<file path="config.mk">
export PLATFORM = sky130hd
export DESIGN_NAME = usb_midi_event_packet_encoder_top
export DESIGN_NICKNAME = d
export VERILOG_FILES = /design/src/design/umepe_pkg.sv /design/src/design/umepe_front.sv /design/src/design/umepe_queue.sv /design/src/design/umepe_back.sv /design/src/design/usb_midi_event_packet_encoder_top.sv
export SDC_FILE = /design/constraint.sdc
export NUM_CORES = 1
export LEC_CHECK = 0
export BUFFER_PORTS_ARGS = -buffer_cell sky130_fd_sc_hd__buf_4
export CAP_MARGIN = 20
export CORE_UTILIZATION = 45
export DETAILED_ROUTE_END_ITERATION = 10
export SETUP_SLACK_MARGIN = 0.15
export SYNTH_ARGS = -nofsm -noshare
export SYNTH_HDL_FRONTEND = slang
export SYNTH_SLANG_ARGS = --single-unit
export TNS_END_PERCENT = 50
</file>
<file path="constraint.sdc">
create_clock -name clk -period 4 [get_ports clk]
set_input_delay 1 -clock clk [delete_from_list [all_inputs] [get_ports clk]]
set_output_delay 1 -clock clk [all_outputs]
set_load 0.01 [all_outputs]
</file>
<file path="src/design/umepe_pkg.sv">
// Shared types and constants for the USB-MIDI event packet encoder.
// No dependencies; imported by every module of the block.
package umepe_pkg;

  localparam logic [2:0] KIND_NOTE_OFF = 3'd0;
  localparam logic [2:0] KIND_PROGRAM  = 3'd4;
  localparam logic [2:0] KIND_PRESSURE = 3'd5;
  localparam logic [2:0] KIND_BEND     = 3'd6;
  localparam logic [2:0] KIND_SYSEX    = 3'd7;

  localparam logic [3:0]  CIN_SYSEX_CONT = 4'h4;
  localparam logic [3:0]  CABLE_NUM      = 4'h0;
  localparam logic [13:0] BEND_OFFSET    = 14'd8192;
  localparam logic [7:0]  DATA_MASK      = 8'h7F;
  localparam logic [1:0]  SYSEX_HOLD_MAX = 2'd2;

  localparam int Q_DEPTH = 2;
  localparam int Q_PTR_W = $clog2(Q_DEPTH);
  localparam int Q_CNT_W = $clog2(Q_DEPTH + 1);

  typedef struct packed {
    logic        is_sysex;
    logic [2:0]  kind;
    logic [3:0]  chan;
    logic [7:0]  b0;
    logic [7:0]  b1;
    logic [7:0]  b2;
    logic [13:0] bend;
    logic [3:0]  cin;
  } pkt_cmd_t;

  typedef struct packed {
    logic       link;
    logic [1:0] held_cnt;
  } fe_status_t;

  typedef struct packed {
    logic [Q_CNT_W-1:0] count;
  } q_status_t;

endpackage

</file>
<file path="src/design/umepe_front.sv">
// Front end: accepts items, holds the link flag, gathers sysex bytes and
// issues packet commands to the queue. Depends on umepe_pkg.
module umepe_front (
  input  logic                  clk,
  input  logic                  rst_n,
  input  logic                  cfg_wr_en,
  input  logic                  cfg_wr_data,
  input  logic                  in_valid,
  output logic                  in_ready,
  input  logic [2:0]            in_req_type,
  input  logic [3:0]            in_channel,
  input  logic [7:0]            in_data_first,
  input  logic [7:0]            in_data_second,
  input  logic signed [13:0]    in_bend_amount,
  input  logic                  in_sysex_end,
  output logic                  push_valid,
  input  logic                  push_ready,
  output umepe_pkg::pkt_cmd_t   push_cmd,
  output umepe_pkg::fe_status_t status
);
  import umepe_pkg::*;

  logic       link_r;
  logic [1:0] held_cnt_r, held_cnt_nxt;
  logic [7:0] held_r [2];
  logic       take;
  logic       is_sysex;
  logic       hold_byte;

  assign in_ready  = !link_r || push_ready;
  assign take      = in_valid && in_ready && link_r;
  assign is_sysex  = (in_req_type == KIND_SYSEX);
  assign hold_byte = is_sysex && !in_sysex_end && (held_cnt_r < SYSEX_HOLD_MAX);

  always_comb begin
    push_cmd          = '0;
    push_cmd.is_sysex = is_sysex;
    push_cmd.kind     = in_req_type;
    push_cmd.chan     = in_channel;
    push_cmd.bend     = $unsigned(in_bend_amount);
    push_cmd.cin      = CIN_SYSEX_CONT;
    if (is_sysex) begin
      case (held_cnt_r)
        2'd0: begin
          push_cmd.b0 = in_data_first;
        end
        2'd1: begin
          push_cmd.b0 = held_r[0];
          push_cmd.b1 = in_data_first;
        end
        default: begin
          push_cmd.b0 = held_r[0];
          push_cmd.b1 = held_r[1];
          push_cmd.b2 = in_data_first;
        end
      endcase
      if (in_sysex_end) begin
        push_cmd.cin = CIN_SYSEX_CONT + {2'b00, held_cnt_r} + 4'd1;
      end
    end else begin
      push_cmd.b0 = in_data_first;
      push_cmd.b1 = in_data_second;
    end
  end

  assign push_valid = take && !hold_byte;

  always_comb begin
    held_cnt_nxt = held_cnt_r;
    if (take && is_sysex) begin
      held_cnt_nxt = hold_byte ? held_cnt_r + 2'd1 : 2'd0;
    end
  end

  always_ff @(posedge clk) begin
    if (!rst_n) begin
      link_r     <= 1'b0;
      held_cnt_r <= 2'd0;
    end else begin
      if (cfg_wr_en) begin
        link_r <= cfg_wr_data;
      end
      held_cnt_r <= held_cnt_nxt;
    end
  end

  always_ff @(posedge clk) begin
    if (take && hold_byte) begin
      held_r[held_cnt_r[0]] <= in_data_first;
    end
  end

  assign status.link     = link_r;
  assign status.held_cnt = held_cnt_r;

endmodule

</file>
<file path="src/design/umepe_queue.sv">
// Short command queue between front and back ends.
// Depends on umepe_pkg.
module umepe_queue (
  input  logic                 clk,
  input  logic                 rst_n,
  input  logic                 push_valid,
  output logic                 push_ready,
  input  umepe_pkg::pkt_cmd_t  push_cmd,
  output logic                 pop_valid,
  input  logic                 pop_ready,
  output umepe_pkg::pkt_cmd_t  pop_cmd,
  output umepe_pkg::q_status_t status
);
  import umepe_pkg::*;

  pkt_cmd_t           mem_r [Q_DEPTH];
  logic [Q_PTR_W-1:0] wr_ptr_r, rd_ptr_r;
  logic [Q_CNT_W-1:0] count_r;
  logic               push, pop;

  assign push_ready = (count_r != Q_CNT_W'(Q_DEPTH));
  assign pop_valid  = (count_r != '0);
  assign push       = push_valid && push_ready;
  assign pop        = pop_valid && pop_ready;
  assign pop_cmd    = mem_r[rd_ptr_r];

  always_ff @(posedge clk) begin
    if (!rst_n) begin
      wr_ptr_r <= '0;
      rd_ptr_r <= '0;
      count_r  <= '0;
    end else begin
      if (push) begin
        wr_ptr_r <= wr_ptr_r + 1'b1;
      end
      if (pop) begin
        rd_ptr_r <= rd_ptr_r + 1'b1;
      end
      if (push && !pop) begin
        count_r <= count_r + 1'b1;
      end else if (pop && !push) begin
        count_r <= count_r - 1'b1;
      end
    end
  end

  always_ff @(posedge clk) begin
    if (push) begin
      mem_r[wr_ptr_r] <= push_cmd;
    end
  end

  assign status.count = count_r;

endmodule

</file>
<file path="src/design/umepe_back.sv">
// Back end: formats queued commands into USB-MIDI event packets and holds
// them in the output register. Depends on umepe_pkg.
module umepe_back (
  input  logic                clk,
  input  logic                rst_n,
  input  logic                pop_valid,
  output logic                pop_ready,
  input  umepe_pkg::pkt_cmd_t pop_cmd,
  output logic                out_valid,
  input  logic                out_ready,
  output logic [7:0]          out_packet_header,
  output logic [7:0]          out_packet_byte_one,
  output logic [7:0]          out_packet_byte_two,
  output logic [7:0]          out_packet_byte_three
);
  import umepe_pkg::*;

  logic        out_valid_r;
  logic [7:0]  hdr_r, b1_r, b2_r, b3_r;
  logic [7:0]  hdr_nxt, b1_nxt, b2_nxt, b3_nxt;
  logic [13:0] bend_biased;
  logic        load;

  assign pop_ready   = !out_valid_r || out_ready;
  assign load        = pop_valid && pop_ready;
  assign bend_biased = pop_cmd.bend + BEND_OFFSET;

  always_comb begin
    if (pop_cmd.is_sysex) begin
      hdr_nxt = {CABLE_NUM, pop_cmd.cin};
      b1_nxt  = pop_cmd.b0;
      b2_nxt  = pop_cmd.b1;
      b3_nxt  = pop_cmd.b2;
    end else begin
      hdr_nxt = {CABLE_NUM, 1'b1, pop_cmd.kind};
      b1_nxt  = {1'b1, pop_cmd.kind, pop_cmd.chan};
      case (pop_cmd.kind)
        KIND_BEND: begin
          b2_nxt = {1'b0, bend_biased[6:0]};
          b3_nxt = {1'b0, bend_biased[13:7]};
        end
        KIND_PROGRAM, KIND_PRESSURE: begin
          b2_nxt = pop_cmd.b0 & DATA_MASK;
          b3_nxt = 8'h00;
        end
        default: begin
          b2_nxt = pop_cmd.b0 & DATA_MASK;
          b3_nxt = pop_cmd.b1 & DATA_MASK;
        end
      endcase
    end
  end

  always_ff @(posedge clk) begin
    if (!rst_n) begin
      out_valid_r <= 1'b0;
    end else if (pop_ready) begin
      out_valid_r <= pop_valid;
    end
  end

  always_ff @(posedge clk) begin
    if (load) begin
      hdr_r <= hdr_nxt;
      b1_r  <= b1_nxt;
      b2_r  <= b2_nxt;
      b3_r  <= b3_nxt;
    end
  end

  assign out_valid             = out_valid_r;
  assign out_packet_header     = hdr_r;
  assign out_packet_byte_one   = b1_r;
  assign out_packet_byte_two   = b2_r;
  assign out_packet_byte_three = b3_r;

endmodule

</file>
<file path="src/design/usb_midi_event_packet_encoder_top.sv">
// Top level of the USB-MIDI event packet encoder (cable 0).
// Instantiates umepe_front, umepe_queue and umepe_back; uses umepe_pkg.
//
// One item is taken per clock while in_ready is high, and at most one 4-byte
// event packet leaves per clock. The front end classifies an item in the cycle
// it is taken and writes it into the two-entry command queue at that edge; the
// back end moves it into the output register once that register is free.
// in_ready drops only while the link is up and the command queue is full, even
// if the output packet is being taken. Channel messages give one packet each;
// sysex bytes are held until three are gathered or the end mark arrives. With
// cfg_wr_data low on the last write every transfer is taken and dropped, and
// the held sysex bytes stay as they are.
module usb_midi_event_packet_encoder_top (
  input  logic               clk,
  input  logic               rst_n,
  input  logic               cfg_wr_en,
  input  logic               cfg_wr_data,
  input  logic               in_valid,
  output logic               in_ready,
  input  logic [2:0]         in_req_type,
  input  logic [3:0]         in_channel,
  input  logic [7:0]         in_data_first,
  input  logic [7:0]         in_data_second,
  input  logic signed [13:0] in_bend_amount,
  input  logic               in_sysex_end,
  output logic               out_valid,
  input  logic               out_ready,
  output logic [7:0]         out_packet_header,
  output logic [7:0]         out_packet_byte_one,
  output logic [7:0]         out_packet_byte_two,
  output logic [7:0]         out_packet_byte_three
);
  import umepe_pkg::*;

  logic       push_valid, push_ready, pop_valid, pop_ready;
  pkt_cmd_t   push_cmd, pop_cmd;
  fe_status_t fe_status;
  q_status_t  q_status;

  umepe_front u_front (
    .clk            (clk),
    .rst_n          (rst_n),
    .cfg_wr_en      (cfg_wr_en),
    .cfg_wr_data    (cfg_wr_data),
    .in_valid       (in_valid),
    .in_ready       (in_ready),
    .in_req_type    (in_req_type),
    .in_channel     (in_channel),
    .in_data_first  (in_data_first),
    .in_data_second (in_data_second),
    .in_bend_amount (in_bend_amount),
    .in_sysex_end   (in_sysex_end),
    .push_valid     (push_valid),
    .push_ready     (push_ready),
    .push_cmd       (push_cmd),
    .status         (fe_status)
  );

  umepe_queue u_queue (
    .clk        (clk),
    .rst_n      (rst_n),
    .push_valid (push_valid),
    .push_ready (push_ready),
    .push_cmd   (push_cmd),
    .pop_valid  (pop_valid),
    .pop_ready  (pop_ready),
    .pop_cmd    (pop_cmd),
    .status     (q_status)
  );

  umepe_back u_back (
    .clk                   (clk),
    .rst_n                 (rst_n),
    .pop_valid             (pop_valid),
    .pop_ready             (pop_ready),
    .pop_cmd               (pop_cmd),
    .out_valid             (out_valid),
    .out_ready             (out_ready),
    .out_packet_header     (out_packet_header),
    .out_packet_byte_one   (out_packet_byte_one),
    .out_packet_byte_two   (out_packet_byte_two),
    .out_packet_byte_three (out_packet_byte_three)
  );

  a_held_cnt_range: assert property (@(posedge clk) disable iff (!rst_n)
    fe_status.held_cnt != 2'd3)
    else $error("sysex hold count out of range");

  a_queue_bound: assert property (@(posedge clk) disable iff (!rst_n)
    q_status.count <= Q_CNT_W'(Q_DEPTH))
    else $error("command queue overfilled");

  a_out_from_queue: assert property (@(posedge clk) disable iff (!rst_n)
    $rose(out_valid) |-> $past(q_status.count != '0))
    else $error("packet appeared without a queued command");

  a_unlinked_no_state: assert property (@(posedge clk) disable iff (!rst_n)
    (in_valid && in_ready && !fe_status.link) |=> $stable(fe_status.held_cnt))
    else $error("dropped transfer changed sysex state");

endmodule

</file>
==> out/results.md, run 1 <==
| Metric | Value |
|---|---|
| Peak-usage layer in the global routing report | met2 |
| Post-cts hold buffer count | 0 |
| Endpoint type of the worst setup path | flip-flop |
| Level count of the clock H-tree | 4 |
| Syn avg cell area | 16.0 um2 |
| Post-synth top area cell | edfxtp_1 |
| CTS-repair resized insts | 0 |
| Sequential element share of the synthesized area | 72.8% |
| Footprint of the flip-flops and latches | 4510 um2 |
| CP Cell Sequence | buf_4, nand3_1, inv_1, a211oi_2, ha_1, or3_1, a21boi_0 |
| Startpoint type of the worst setup path | input pin |
| Worst reg2reg endpoint | u_back.out_packet_byte_three[4]$_DFFE_PP_ |
| Post-synthesis register bit count | 153 |
| Vias in the first global route | 3441 |
| Die ar. | 14200 um2 |
| Number of enable flip-flop cells after synthesis | 144 |
| Proportion of netlist area held by the largest area contributor | 69.9% |
| Period utilisation layout | 61.9% |
| PnR Total Power | 4.59 mW |
| Post-place instance area | 6920 um2 |
| Remaining antenna violation count after routing | 0 |
| DRC violations left | 0 |
| Clk pin slew, worst setup/hold paths | 0.06 ns |
| Drt total wl | 12.1 mm |
| Number of cells on the worst reg-to-reg path | 4 |
| Delay-heaviest family, CP | simple AND/OR/NAND/NOR gates |
| I/O pin cnt | 78 |
| Cells after Synth | 386 |
| Crit path buf inv count | 2 |
| Final setup TNS | 0 ns |
| Arrival time at the worst endpoint | 2.81 ns |
| Tmin final | 2.48 ns |
| Fillcell total | 1106 |
| Finished layout cell area | 7510 um2 |
| Met3 Track Usage GR | 4.65% |
| Number of iterations in the first detailed-routing pass | 4 |
| Final count of hold timing violations | 0 |
| Status | finished, final reports clean |
| CTS buffer count | 17 |
| Rows | 42 |
| Final Max Tran Viols | 0 |
| Setup repair after global routing missed its margin | no |
| Buffer cell driving the clock tree root | clkbuf_16 |
| Largest net degree at the start of global routing | 52 |
| Area added between synthesis and finish | 21.4% |
| Crit-path max cell delay | 0.38 ns |
| Final HPWL from detailed placement | 7.80 mm |
| Total routing usage reported by global routing | 18.1% |
| First-pass GRT wire length | 18.9 mm |
| Total power per unit cell area | 610 nW/um2 |
| Final net count | 514 |
| Number of buffers inserted by port buffering | 73 |
| Number of max-cap violations | 0 |
| Number of buffers inserted to repair setup after CTS | 0 |
| Post-synthesis instance area | 6190 um2 |
| Actual transition at the worst max-transition pin | 0.888 ns |
| Max transition margin | 40.8% |
| Initial DRC count | 255 |
| Worst Hold Depth | 2 |
| Endpoint of the worst hold path | u_queue.status[1]$_SDFFE_PN0P_ |
| Diode insertion count for antenna repair | 0 |
| Residual overflow from global routing | 0 |
| Peak VDD IR | 0.292 mV |
| Wirelength per Cell | 18.4 um |
| Fraction of registers with async set or reset after synthesis | 0% |
| Highest net fanout along the worst path | 11 |
| Routing usage on met2 | 27.0% |
| Worst setup margin | 1.52 ns |
| Class of the worst hold path | flip-flop to flip-flop |
| Met1 track demand over resource in global routing | 25.2% |
| CTS tree | done |
| Worst reg2reg setup slack | 1.66 ns |
| Number of vias in the routed layout | 3447 |
| Number of distinct library cells after synthesis | 45 |
| Critical path type | input pin to flip-flop |
| Peak clock frequency supported by timing | 404 MHz |
| Setup-failing EPs final | 0 |
| Synth Warn # | 0 |
| Via-per-instance ratio | 5.26 |
| Die Span Y | 119 um |
| Floorplan die width | 119 um |
| Data required time at the worst endpoint | 4.33 ns |
| Hold path startpoint | u_queue.status[1]$_SDFFE_PN0P_ |
| Antenna violations before repair | 0 |
| Dominant register cell in the synthesized netlist | edfxtp_1 |
| Maximum number of buffers from clock root to sink | 2 |
| Dpl ws | 1.11 ns |
| Starting density of the core | 46.4% |
| Area of the multi-input gates | 1540 um2 |
| Slowest cell on the critical path | nand3_1 |
| Insertion delay to the later sink of the worst-skew pair | 0.41 ns |
| Maximum clock skew at final layout | 0.00551 ns |
| Fraction of layout instances using a drive strength above 1 | 31.1% |
| Final Wtd Congestion | 0.761 |
| Synth area leaders | edfxtp_1 70%, mux2_2 6.2%, dfxtp_1 2.9% |
| Leakage power summed over all cells | 2.65 nW |
| Area of the core | 13300 um2 |
| Total clock sinks | 153 |
worst register-to-register path, cell delays in order (launching register included):
cell and delay [ns]:
dfxtp_2 0.90, nand4b_1 0.27, o21ai_2 0.40, a221oi_1 0.23, a221oi_1 0.33
sequential cells by signal, summed over array words and instances, names as in the netlist, named ones only:
name                          count
u_back.out_packet_byte_one        8
u_back.out_valid                  1
u_queue.status                    2
u_back.out_packet_header          4
u_front.link_r                    1
u_queue.mem_r                   100
u_front.held_cnt_r                2
u_back.out_packet_byte_two        8
u_queue.rd_ptr_r                  1
u_front.held_r                   16
u_back.out_packet_byte_three      8
u_queue.wr_ptr_r                  1
through the flow:
| stage | utilization [%] | std cells | hold slack [ns] |
|---|---|---|---|
| finish | 56.3 | 655 | 0.539 |
| global route | 56.3 | 655 | 0.565 |
| CTS | 56.3 | 655 | 0.548 |
| detailed placement | 51.8 | 623 | 0.537 |
| global placement | 51.8 | 623 | 0.511 |
| floorplan | - | 389 | 0.486 |
layout by cell type (no fill, tap or decap), drive strengths merged, types with 6 or more instances in the layout:
| cell | instances |
|---|---|
| nand2 | 6 |
| nor2 | 44 |
| nor2b | 12 |
| buf | 78 |
| a21oi | 17 |
| mux2 | 34 |
| mux2i | 17 |
| clkbuf | 21 |
| a221oi | 20 |
| clkinv | 6 |
| edfxtp | 144 |
| inv | 8 |
| and2 | 8 |
| dfxtp | 9 |
| and3 | 10 |
final cells by class:
| cell class | count | area share [%] |
|---|---|---|
| Sequential cell | 153 | 60.0 |
| Multi-Input combinational cell | 208 | 20.5 |
| Timing Repair Buffer | 78 | 8.29 |
| Clock buffer | 21 | 5.86 |
| Tap cell | 176 | 2.93 |
| Clock inverter | 11 | 2.03 |
| Inverter | 8 | 0.400 |
where the power goes:
part	switching (mW)	internal, mW	total (mW)
sequential	0.0993	2.00	2.10
clock	0.578	1.03	1.61
combinational	0.469	0.405	0.875
cells in the mapped netlist, drive strengths merged (2+ instances only):
library cell    n
edfxtp        144
nor2           44
mux2           34
a221oi         20
a21oi          17
buf            17
mux2i          17
nor2b          12
and3           10
dfxtp           9
and2            8
inv             8
nand2           6
ha              4
o21ai           4
a32oi           3
clkbuf          3
o22ai           3
a211oi          2
nand2b          2
o21a            2
o221ai          2
or3             2
xor2            2
per-layer routing:
layer | up-vias | wire (um)
met3 | 18 | 549
met1 | 1687 | 5660
met2 | 101 | 5630
met5 | - | 0
li1 | 1641 | -
met4 | 0 | 220
how the worst max path moves through the flow:
stage	cells after the start	slack, ns	start	end
floorplan	6	0.65	out_ready	u_queue.status[1]$_SDFFE_PN0P_
global placement	6	1.17	in_req_type[1]	u_queue.mem_r[0][36]$_DFFE_PP_
detailed placement	7	1.11	in_req_type[1]	u_queue.status[1]$_SDFFE_PN0P_
CTS	7	1.52	in_req_type[1]	u_queue.status[1]$_SDFFE_PN0P_
global route	7	1.41	in_req_type[1]	u_queue.status[1]$_SDFFE_PN0P_
finish	7	1.52	in_req_type[1]	u_queue.status[1]$_SDFFE_PN0P_
kinds of logic (layout without fill, tap and decap cells):
family          count (synthesis)  in the layout  synth area share [%]
fa+ha+maj                       4              4                 0.809
buf+inv                        28            118                  2.57
mux                            51             51                  8.94
compound gates                 56             56                  7.12
flops                         153            153                  72.8
simple gates                   90             90                  7.30
xor+xnor                        3              3                 0.425
other cells                     1              4                0.0606
No activity file was read; power rests on OpenSTA's default activity.
==> inputs of run 2 (changes only) <==
==> constraint.sdc (replaced) <==
create_clock -name clk -period 2.4 [get_ports clk]
set_input_delay 0.6 -clock clk [delete_from_list [all_inputs] [get_ports clk]]
set_output_delay 0.6 -clock clk [all_outputs]
set_load 0.01 [all_outputs]
==> run 2 against run 1 <==
  * Clock power increased by 47%
  * Critical path depth down 2
  * Wire length increased by 4.5%
  * Global-route usage up 1.1 points
  * Register-to-register slack got worse by 1.3 ns
  * Critical endpoint is now u_queue.mem_r[1][30]$_DFFE_PP_
  * Largest cell class unchanged
==> out/results.md, run 2 (same netlist as run 1, synthesis figures left out) <==
| Metric | Value | vs previous |
|---|---|---|
| Post-place instance area | 6980 um2 | was 6920 um2 |
| Total routing usage reported by global routing | 19.2% | was 18.1% |
| Net switching share of the total power | 26.6% | was 25.0% |
| Delay-heaviest family, CP | simple AND/OR/NAND/NOR gates | unchanged |
| Internal power summed over all cells | 5.44 mW | was 3.44 mW |
| CTS tree | done | unchanged |
| Part of the power in registers | 46.8% | was 45.8% |
| Maximum clock skew at final layout | 0.0143 ns | was 0.00551 ns |
| DRC violations left | 0 | unchanged |
| Final Max Tran Viols | 0 | unchanged |
| Most used cells in the layout excluding fill and tap cells | 144 x edfxtp_1, 80 x buf_4, 43 x nor2_1, 34 x mux2_2, 18 x a221oi_1 | was 144 x edfxtp_1, 75 x buf_4, 43 x nor2_1, 34 x mux2_2, 18 x a221oi_1 |
| Peak clock frequency supported by timing | 482 MHz |  |
| Rows | 42 | unchanged |
| Portion of total power attributed to combinational logic | 21.1% | was 19.1% |
| Final count of hold timing violations | 0 | unchanged |
| Highest net fanout along the worst path | 11 | unchanged |
| Insertion delay to the later sink of the worst-skew pair | 0.42 ns | was 0.41 ns |
| Crit-path max cell delay | 0.53 ns | was 0.38 ns |
| Via-per-instance ratio | 5.28 | was 5.26 |
| Final Wtd Congestion | 0.785 | was 0.761 |
| Max transition margin | 42.5% | was 40.8% |
| Most frequent standard cell in the layout excluding fill and tap cells | edfxtp_1 | unchanged |
| Post-route worst hold slack | 0.361 ns | was 0.539 ns |
| Vias in the first global route | 3562 | was 3441 |
| Drt total wl | 12.6 mm | was 12.1 mm |
| Fraction of layout instances using a drive strength above 1 | 32.0% | was 31.1% |
| Number of iterations in the first detailed-routing pass | 4 | unchanged |
| Class of the worst hold path | input pin to flip-flop | was flip-flop to flip-flop |
| Largest net degree at the start of global routing | 52 | unchanged |
| Maximum number of buffers from clock root to sink | 2 | unchanged |
| Tmin final | 2.08 ns |  |
| Number of buffers inserted by port buffering | 73 | unchanged |
| Critical path type | flip-flop to flip-flop | was input pin to flip-flop |
| Endpoint type of the worst setup path | flip-flop | unchanged |
| CP Cell Sequence | inv_1, ha_1, nor2_1, a221oi_1, nor2_1 | was buf_4, nand3_1, inv_1, a211oi_2, ha_1, or3_1, a21boi_0 |
| Post-cts hold buffer count | 0 | unchanged |
| First-pass GRT wire length | 19.7 mm | was 18.9 mm |
| I/O pin cnt | 78 | unchanged |
| Number of vias in the routed layout | 3487 | was 3447 |
| Area added between synthesis and finish | 21.2% | was 21.4% |
| Floorplan die width | 119 um | unchanged |
| Clock share of power | 32.1% | was 35.1% |
| Slowest cell on the critical path | dfxtp_1 | was nand3_1 |
| Final setup TNS | 0 ns | unchanged |
| Residual overflow from global routing | 0 | unchanged |
| Level count of the clock H-tree | 4 | unchanged |
| CTS buffer count | 17 | unchanged |
| Starting density of the core | 46.4% | unchanged |
| Finished layout cell area | 7500 um2 | was 7510 um2 |
| Area of the core | 13300 um2 | unchanged |
| Final net count | 520 | was 514 |
| Most frequent CP cell | nor2_1 |  |
| Final HPWL from detailed placement | 8.23 mm | was 7.80 mm |
| Number of buffers inserted to repair setup after CTS | 0 | unchanged |
| Setup repair after global routing missed its margin | no | unchanged |
| Fillcell total | 1111 | was 1106 |
| Initial DRC count | 206 | was 255 |
| Register containing the most flip-flops in the final layout | u_queue.mem_r | unchanged |
| Die Span Y | 119 um | unchanged |
| Die ar. | 14200 um2 | unchanged |
| Switching power | 1.97 mW | was 1.15 mW |
| Max reg flops | 100 | unchanged |
| Data required time at the worst endpoint | 2.61 ns | was 4.33 ns |
| Status | finished, final reports clean | unchanged |
| Startpoint type of the worst setup path | flip-flop | was input pin |
| Remaining antenna violation count after routing | 0 | unchanged |
| Number of max-cap violations | 0 | unchanged |
| Total power per unit cell area | 988 nW/um2 | was 610 nW/um2 |
| Actual transition at the worst max-transition pin | 0.863 ns | was 0.888 ns |
| Arrival time at the worst endpoint | 2.28 ns | was 2.81 ns |
| Wirelength per Cell | 19.1 um | was 18.4 um |
| Total clock sinks | 153 | unchanged |
| Clk pin slew, worst setup/hold paths | 0.06 ns | about the same |
| Peak VDD IR | 0.539 mV | was 0.292 mV |
| Leakage power summed over all cells | 2.65 nW | about the same |
| Antenna violations before repair | 0 | unchanged |
| Buffer cell driving the clock tree root | clkbuf_16 | unchanged |
| Period utilisation layout | 86.5% |  |
| Crit path buf inv count | 1 | was 2 |
| CTS-repair resized insts | 0 | unchanged |
| Diode insertion count for antenna repair | 0 | unchanged |
| Setup-failing EPs final | 0 | unchanged |
-- run 2: cell count changes in the layout (fill, tap and decap cells not counted), moves of 2 or more --
| cell | before | now |
|---|---|---|
| buf_4 | 75 | 80 |
| bufinv_16 | 4 | 1 |
| clkbuf_1 | 4 | 1 |
| clkinv_1 | 4 | 6 |
| clkinv_2 | 2 | 4 |
-- run 2: final cells by class --
type / instances / area [um2] / share of cell area (%)
well taps: 176 / 220 / 2.94
repair buffers: 84 / 681 / 9.08
multi-input cells: 208 / 1550 / 20.6
clock inverters: 13 / 87.6 / 1.17
inverters: 8 / 30.0 / 0.400
flip-flops and latches: 153 / 4510 / 60.1
clock buffers: 18 / 429 / 5.72
-- run 2: final timing paths --
check	startpoint	endpoint	slack, ns	cells after the start
worst min register to register	u_queue.status[1]$_SDFFE_PN0P_	u_queue.status[1]$_SDFFE_PN0P_	0.52	2
worst min-delay path	in_bend_amount[5]	u_queue.mem_r[0][9]$_DFFE_PP_	0.36	1
worst max register to register	u_front.held_cnt_r[1]$_SDFFE_PN0P_	u_queue.mem_r[1][30]$_DFFE_PP_	0.32	5
worst max-delay path	u_front.held_cnt_r[1]$_SDFFE_PN0P_	u_queue.mem_r[1][30]$_DFFE_PP_	0.32	5
-- run 2: power groups by stage --
stage	combinational (mW)	sequential, mW	clock (mW)
final	1.57	3.47	2.37
after global routing	1.69	3.51	2.52
after CTS	1.59	3.47	2.41
after detailed placement	1.58	3.52	0
after global placement	1.56	3.52	0
after floorplan	0.794	3.60	0
-- run 2: through the flow --
stage / setup WS (ns) / power (mW) / instances / util [%]
final: 0.324 / 7.41 / 660 / 56.2
after global routing: 0.177 / 7.71 / 660 / 56.2
after CTS: 0.354 / 7.47 / 660 / 56.2
after detailed placement: 0.224 / 5.10 / 629 / 52.3
after global placement: 0.214 / 5.08 / 629 / 52.3
after floorplan: 0.275 / 4.40 / 389 / -
-- run 2: metal layers --
metal	track usage [%]	share of wire [%]	vias up
li1	-	-	1651
met1	26.2	47	1719
met2	28.6	46	97
met3	5.27	4.0	20
met4	8.70	2.2	0
met5	0	0	-
